--- config.mk ---
export PLATFORM = sky130hd
export DESIGN_NAME = smp_xlate
export DESIGN_NICKNAME = d
export VERILOG_FILES = /design/src/rtl/smp_pkg.sv /design/src/rtl/smp_xlate.sv
export SDC_FILE = /design/constraint.sdc
export NUM_CORES = 1
export LEC_CHECK = 0
export BUFFER_PORTS_ARGS = -buffer_cell sky130_fd_sc_hd__buf_4
export CAP_MARGIN = 20
export CORE_ASPECT_RATIO = 0.9
export CORE_MARGIN = 2
export CORE_UTILIZATION = 33
export DETAILED_ROUTE_END_ITERATION = 12
export PLACE_DENSITY = 0.76
export SYNTH_ARGS = -nofsm -noshare
export SYNTH_HDL_FRONTEND = slang
export SYNTH_SLANG_ARGS = --single-unit
--- constraint.sdc ---
create_clock -name vclk -period 4.1
set_clock_uncertainty 0.2 [all_clocks]
set_input_delay 0.82 -clock vclk [all_inputs]
set_output_delay 0.82 -clock vclk [all_outputs]
set_load 0.02 [all_outputs]
--- src/rtl/smp_pkg.sv ---
// Package for the segmented MMU memory port.
// Holds codes, sequencer states, the decode struct and fixed constants.
`timescale 1ns / 1ps
package smp_pkg;

  localparam int unsigned PhysAddrBits   = 20;
  localparam int unsigned IdRegAddr      = 16;
  localparam int unsigned SerialDataAddr = 192;
  localparam int unsigned PageShift      = 12;

  localparam logic [1:0] SPACE_MEM = 2'd0;
  localparam logic [1:0] SPACE_INT = 2'd1;

  localparam logic CMD_WRITE = 1'b1;
  localparam logic SIZE_WORD = 1'b1;

  localparam logic [1:0] CFG_SEG_SIZE  = 2'd0;
  localparam logic [1:0] CFG_STACK_SEG = 2'd1;
  localparam logic [1:0] CFG_DATA_SEG  = 2'd2;

  typedef enum logic [1:0] {
    ST_IDLE,
    ST_HI,
    ST_FIN
  } smp_state_e;

  typedef struct packed {
    logic is_mem;
    logic id_load;
    logic ser_hit;
  } smp_ctl_t;

endpackage

--- src/rtl/smp_xlate.sv ---
// Address translation and I/O decode for one access beat.
// Depends on smp_pkg.
`timescale 1ns / 1ps
module smp_xlate import smp_pkg::*; #(
  parameter int unsigned PhysBits = PhysAddrBits
) (
  input  logic [1:0]          io_space_i,
  input  logic                command_i,
  input  logic                word_size_i,
  input  logic [15:0]         address_i,
  input  logic [7:0]          window_page_i,
  input  logic [7:0]          segment_size_i,
  input  logic [7:0]          stack_segment_i,
  input  logic [7:0]          data_segment_i,
  input  logic [7:0]          id_reg_i,
  output logic [PhysBits-1:0] phys_o,
  output smp_ctl_t            ctl_o
);

  localparam int unsigned HiBits = PhysBits - PageShift;

  logic [3:0]        nib;
  logic [7:0]        page;
  logic [HiBits-1:0] hi_sum;
  logic [15:0]       io_addr;

  always_comb begin
    nib = address_i[15:12];
    if (nib >= 4'hE) begin
      page = window_page_i;
    end else if (nib >= segment_size_i[7:4]) begin
      page = stack_segment_i;
    end else if (nib >= segment_size_i[3:0]) begin
      page = data_segment_i;
    end else begin
      page = 8'h00;
    end
    hi_sum = HiBits'(nib) + HiBits'(page);
    phys_o = {hi_sum, address_i[PageShift-1:0]};
  end

  always_comb begin
    io_addr = id_reg_i[7] ? address_i : {8'h00, address_i[7:0]};
    ctl_o.is_mem  = (io_space_i == SPACE_MEM);
    ctl_o.id_load = 1'b0;
    ctl_o.ser_hit = 1'b0;
    if (io_space_i == SPACE_INT && command_i == CMD_WRITE && word_size_i != SIZE_WORD) begin
      if (io_addr == 16'(IdRegAddr)) begin
        ctl_o.id_load = 1'b1;
      end else if (io_addr == 16'(SerialDataAddr)) begin
        ctl_o.ser_hit = 1'b1;
      end
    end
  end

endmodule

==> impl_metrics.json, run 1 <==
{
  "grt_overflow": 0,
  "die_y_um": 50.11,
  "drt_pass1_iterations": 4,
  "final_common_cell": "buf_4",
  "setup.worst_path.start_class": "primary input",
  "drc": 0,
  "coreArea_mm2": 0.002202,
  "syn-num-nets": 170,
  "min_path_type": "primary input to primary output",
  "area_growth_pct": 102.7,
  "pin_count": 83,
  "place_area_mm2": 0.001501,
  "status": "complete, but fails checks",
  "crit_path_end_kind": "primary output",
  "layout_common_cells": "buf_4 (89), nor2_1 (10), ha_1 (9)",
  "drt-total-wl_mm": 2.831,
  "p_leak_nw": 0.8118,
  "hold_viol": 0,
  "drive_above_1_share_pct": 69.83,
  "vias": 1001,
  "worstSetupPathType": "primary input to primary output",
  "num_antenna_cells": 0,
  "critPathArrivalTime_ps": 3530,
  "ys_seq_area_share_pct": 0,
  "ir_drop_v": 0.0001724,
  "drv_slew": 0,
  "drt_iter0_drc": 25,
  "maxSlewHeadroom_pct": 66.35,
  "violations": "setup timing",
  "fin_tns_setup_ps": -1883,
  "fin_area_mm2": 0.001580,
  "grt_setup_unrepaired": "true",
  "required_ps": 3080,
  "initial_core_util_pct": 35.40,
  "nFlopsAndLatches": 0,
  "post-route-period-util_pct": 110.9,
  "viasPerCell": 4.859,
  "fp.dieW_um": 55.23,
  "final_cells": 206,
  "dp_cells": 203,
  "track_usage_pct": 19.88,
  "grt_pass1_wl_mm": 4.567,
  "synthCells": 97,
  "place_congestion": 1.018,
  "finalSetupViolations": 6,
  "fin_nets": 254,
  "port_buffers": 76,
  "setup_ws_ps": -448.2,
  "fp-row-count": 16,
  "crit_fanout": 5,
  "clkbuf_count": 0,
  "fmax_ghz": 0.2199,
  "worstMarginPinSlew_ps": 503.2,
  "antenna_found_initial": 0,
  "yosys_warnings": 0,
  "syn_area_um2": 779.5,
  "power.density_mw_per_mm2": 197.4,
  "grt_pass1_vias": 1044,
  "ff_latch_area_um2": 0,
  "synth_area_per_cell_um2": 8.036,
  "hpwl_mm": 2.482,
  "synth_cell_types": 35,
  "fp.dieArea_mm2": 0.002767,
  "grt_max_degree": 7,
  "max-cap-violations": 0,
  "wl_per_cell_um": 13.74,
  "period_minus_slack_ps": 4548,
  "ant_nets": 0,
  "utilization_pct": 71.76
}
==> path summary, 6_finish.rpt <==
path	start	to	slack [ps]	depth (start not counted)
hold / removal	address_i[11]	phys_o[11]	1650	2
setup / recovery	address_i[12]	phys_o[16]	-450	16
==> synth_stat cells (all sizes together) <==
cell type | count | area, um2
a2111o | 1 | 11.26
a2111oi | 1 | 27.53
a21o | 2 | 15.01
a21oi | 2 | 10.01
a221o | 1 | 11.26
a221oi | 4 | 35.03
a31o | 1 | 8.760
a31oi | 2 | 33.78
and3 | 1 | 6.260
buf | 12 | 90.09
clkbuf | 2 | 17.51
fa | 1 | 20.02
ha | 12 | 150.1
inv | 7 | 26.28
nand2 | 7 | 26.28
nand2b | 2 | 20.02
nand3 | 1 | 5.000
nand4 | 1 | 6.260
nor2 | 14 | 52.55
nor2b | 1 | 6.260
nor3 | 2 | 10.01
nor3b | 1 | 12.51
nor4b | 2 | 32.53
nor4bb | 1 | 10.01
o21a | 2 | 15.01
o21ai | 2 | 10.01
o221a | 1 | 20.02
o31ai | 3 | 22.52
or4 | 2 | 15.01
xnor2 | 3 | 26.28
xor2 | 3 | 26.28
==> worst max-delay path, cell delays in order <==
cell and delay, ps:
buf_8 110, inv_8 40, ha_4 180, nand2b_4 140, a2111oi_4 320, buf_4 190, nor2_4 60, a221oi_2 310
nor2_2 80, buf_4 140, fa_2 370, a21o_1 180, a21oi_2 180, buf_4 150, xor2_2 140, buf_6 140
==> logic make-up after synthesis <==
group	synth area share, %
AO/OA/AOI/OAI	28.25
AND/OR/NAND/NOR	26.00
XOR/XNOR	6.743
buffers and inverters	17.18
adder cells (fa/ha/maj)	21.83
==> layer usage <==
layer | GRT usage (%) | share of wire [%] | vias up
li1 | - | - | 507
met1 | 23.71 | 39 | 458
met2 | 39.68 | 56 | 34
met3 | 1.575 | 4.3 | 2
met4 | 1.626 | 0.57 | 0
met5 | 0 | 0 | -
==> stage by stage <==
stage | setup slack (ps) | power, mW | hold slack, ps
global placement | -418.2 | 0.2764 | 1644
CTS | -440.2 | 0.3008 | 1647
finish | -448.2 | 0.3119 | 1647
global route | -597.7 | 0.3337 | 1652
detailed placement | -447.7 | 0.2857 | 1646
floorplan | -195.6 | 0.1628 | 1515
==> final cells by class <==
class / count / area [um2]
fill: 178 / 621.8
inverter: 7 / 33.78
multi-input combinational: 76 / 762.0
tap: 27 / 33.78
timing repair buffer: 96 / 750.7
==> timing repair <==
action | in CTS | in global routing
resized for setup | 8 | 4
setup buffers | 2 | 1
setup endpoints to repair | 6 | 7
endpoints found under the hold margin | 0 | 0
pin swaps | 12 | 5
cloned | 0 | 0
hold buffers | 0 | 0
==> report_power, final <==
part	internal, mW	total (mW)	switching (mW)
combinational	0.168	0.312	0.143
clock	0	0	0
sequential	0	0	0
(Power assumes the default switching activity.)
==> run 2: changes to the inputs <==
==> constraint.sdc (replaced) <==
create_clock -name vclk -period 4.1
set_clock_uncertainty 0.2 [all_clocks]
set_input_delay 0.615 -clock vclk [all_inputs]
set_output_delay 0.615 -clock vclk [all_outputs]
set_load 0.02 [all_outputs]
==> run 2 against run 1 <==
Compared with the run above:
- the flow still finishes with violations (setup timing)
- final cell count stayed put
- worst hold slack got worse by 410 ps
- flip-flop and latch count unchanged
- total power decreased by 2.0%
- die area stayed put
- via count grew 1.1%
- utilization fell by 0.23 points
- clock-buffer cell count stayed put
- global-route usage is 1.7 points lower
- setup slack improved by 390 ps
- critical path type unchanged
- critical endpoint is now phys_o[19]
==> impl_metrics.json, run 2 (synthesis gave the netlist of run 1 again) <==
{
  "status": "complete, but fails checks",
  "violations": "setup timing",
  "num_antenna_cells": 0,
  "antenna_found_initial": 0,
  "grt_max_degree": 9,
  "fmax_ghz": 0.2408,
  "layout_common_cells": "buf_4 (92), nor2_1 (10), ha_1 (8)",
  "area_growth_pct": 102.1,
  "fp-row-count": 16,
  "p_leak_nw": 0.8060,
  "switching_share_pct": 45.89,
  "place_ws_ps": -260.4,
  "max-cap-violations": 0,
  "cp-startpoint": "address_i[12]",
  "clkbuf_count": 0,
  "place_congestion": 0.8258,
  "drt-total-wl_mm": 2.757,
  "fp.dieW_um": 55.23,
  "setup.worst_path.start_class": "primary input",
  "maxSlewHeadroom_pct": 69.51,
  "finalSetupViolations": 2,
  "critPathArrivalTime_ps": 3340,
  "hold_path_depth": 2,
  "setup_ws_ps": -53.26,
  "clockPowerShare_pct": 0,
  "crit_fanout": 4,
  "endpoint": "phys_o[19]",
  "track_usage_pct": 18.13,
  "p_int_mw": 0.1655,
  "coreArea_mm2": 0.002202,
  "die_y_um": 50.11,
  "drive_above_1_share_pct": 70.95,
  "period_minus_slack_ps": 4153,
  "grt_overflow": 0,
  "min_path_type": "primary input to primary output",
  "fin_nets": 254,
  "fp.dieArea_mm2": 0.002767,
  "grt_pass1_wl_mm": 4.264,
  "final_common_cell": "buf_4",
  "combPwrFrac_pct": 100.0,
  "wl_per_cell_um": 13.38,
  "required_ps": 3280,
  "power.density_mw_per_mm2": 194.1,
  "post-route-period-util_pct": 101.3,
  "worstSetupPathType": "primary input to primary output",
  "vias": 1012,
  "ff_latch_area_um2": 0,
  "hold_viol": 0,
  "ant_nets": 0,
  "grt_setup_unrepaired": "true",
  "grt_pass1_vias": 1002,
  "port_buffers": 76,
  "drt_pass1_iterations": 4,
  "seqPwrFrac_pct": 0,
  "drt_iter0_drc": 32,
  "initial_core_util_pct": 35.40,
  "utilization_pct": 71.53,
  "pin_count": 83,
  "hpwl_mm": 2.269,
  "ir_drop_v": 0.0001748,
  "drc": 0,
  "fin_tns_setup_ps": -67.50,
  "nFlopsAndLatches": 0,
  "viasPerCell": 4.913,
  "totalPowerFinal_mw": 0.3058,
  "worstMarginPinSlew_ps": 456.0,
  "drv_slew": 0,
  "crit_path_end_kind": "primary output",
  "p_switching_mw": 0.1403
}
-- run 2: layout make-up --
type / count / area, um2
Fill cell: 173 / 626.9
Inverter: 7 / 33.78
Multi-Input combinational cell: 76 / 768.2
Tap cell: 27 / 33.78
Timing Repair Buffer: 96 / 739.5
-- run 2: critical path: stages --
cell       delay [ps]
buf_8             110
inv_8              50
ha_4              180
nand2b_4          140
a2111oi_4         340
buf_4             180
o221a_4           220
a221oi_2           60
nor2_1            160
ha_1              250
a21o_1            190
a21oi_2           150
nor2b_1            70
nor2_2            210
nor4b_4           100
xnor2_2           140
buf_4             160
-- run 2: routing by layer --
layer	part of all wire [%]	track usage, %
met5	0	0
met4	0.25	0.8130
met3	3.5	1.312
met2	55	34.92
met1	41	22.97
-- run 2: how the worst min path moves through the flow --
| stage | startpoint | to |
|---|---|---|
| floorplan | io_space_i[1] | ctl_o[2] |
| global route | address_i[8] | phys_o[8] |
| finish | address_i[8] | phys_o[8] |
| global placement | address_i[8] | phys_o[8] |
| detailed placement | address_i[8] | phys_o[8] |
| CTS | address_i[8] | phys_o[8] |
-- run 2: repair_timing --
item / CTS / global route
hold buffers: 0 / 0
pin swaps: 16 / 8
resized for setup: 17 / 7
cloned: 0 / 0
setup buffers: 3 / 2
endpoints found under the setup margin: 4 / 4
-- run 2: power groups by stage --
stage,Sequential [mW],Combinational (mW),Clock [mW]
CTS,0,0.295,0
finish,0,0.306,0
global route,0,0.330,0
detailed placement,0,0.271,0
floorplan,0,0.153,0
global placement,0,0.265,0
-- run 2: stage by stage --
stage                     hold WS, ps  instance area, um2  std cells
final                            1236                1575        206
after global routing             1241                1575        206
after CTS                        1237                1526        204
after detailed placement         1237                1425        201
after global placement           1234                1425        201
after floorplan                  1105               815.8         97
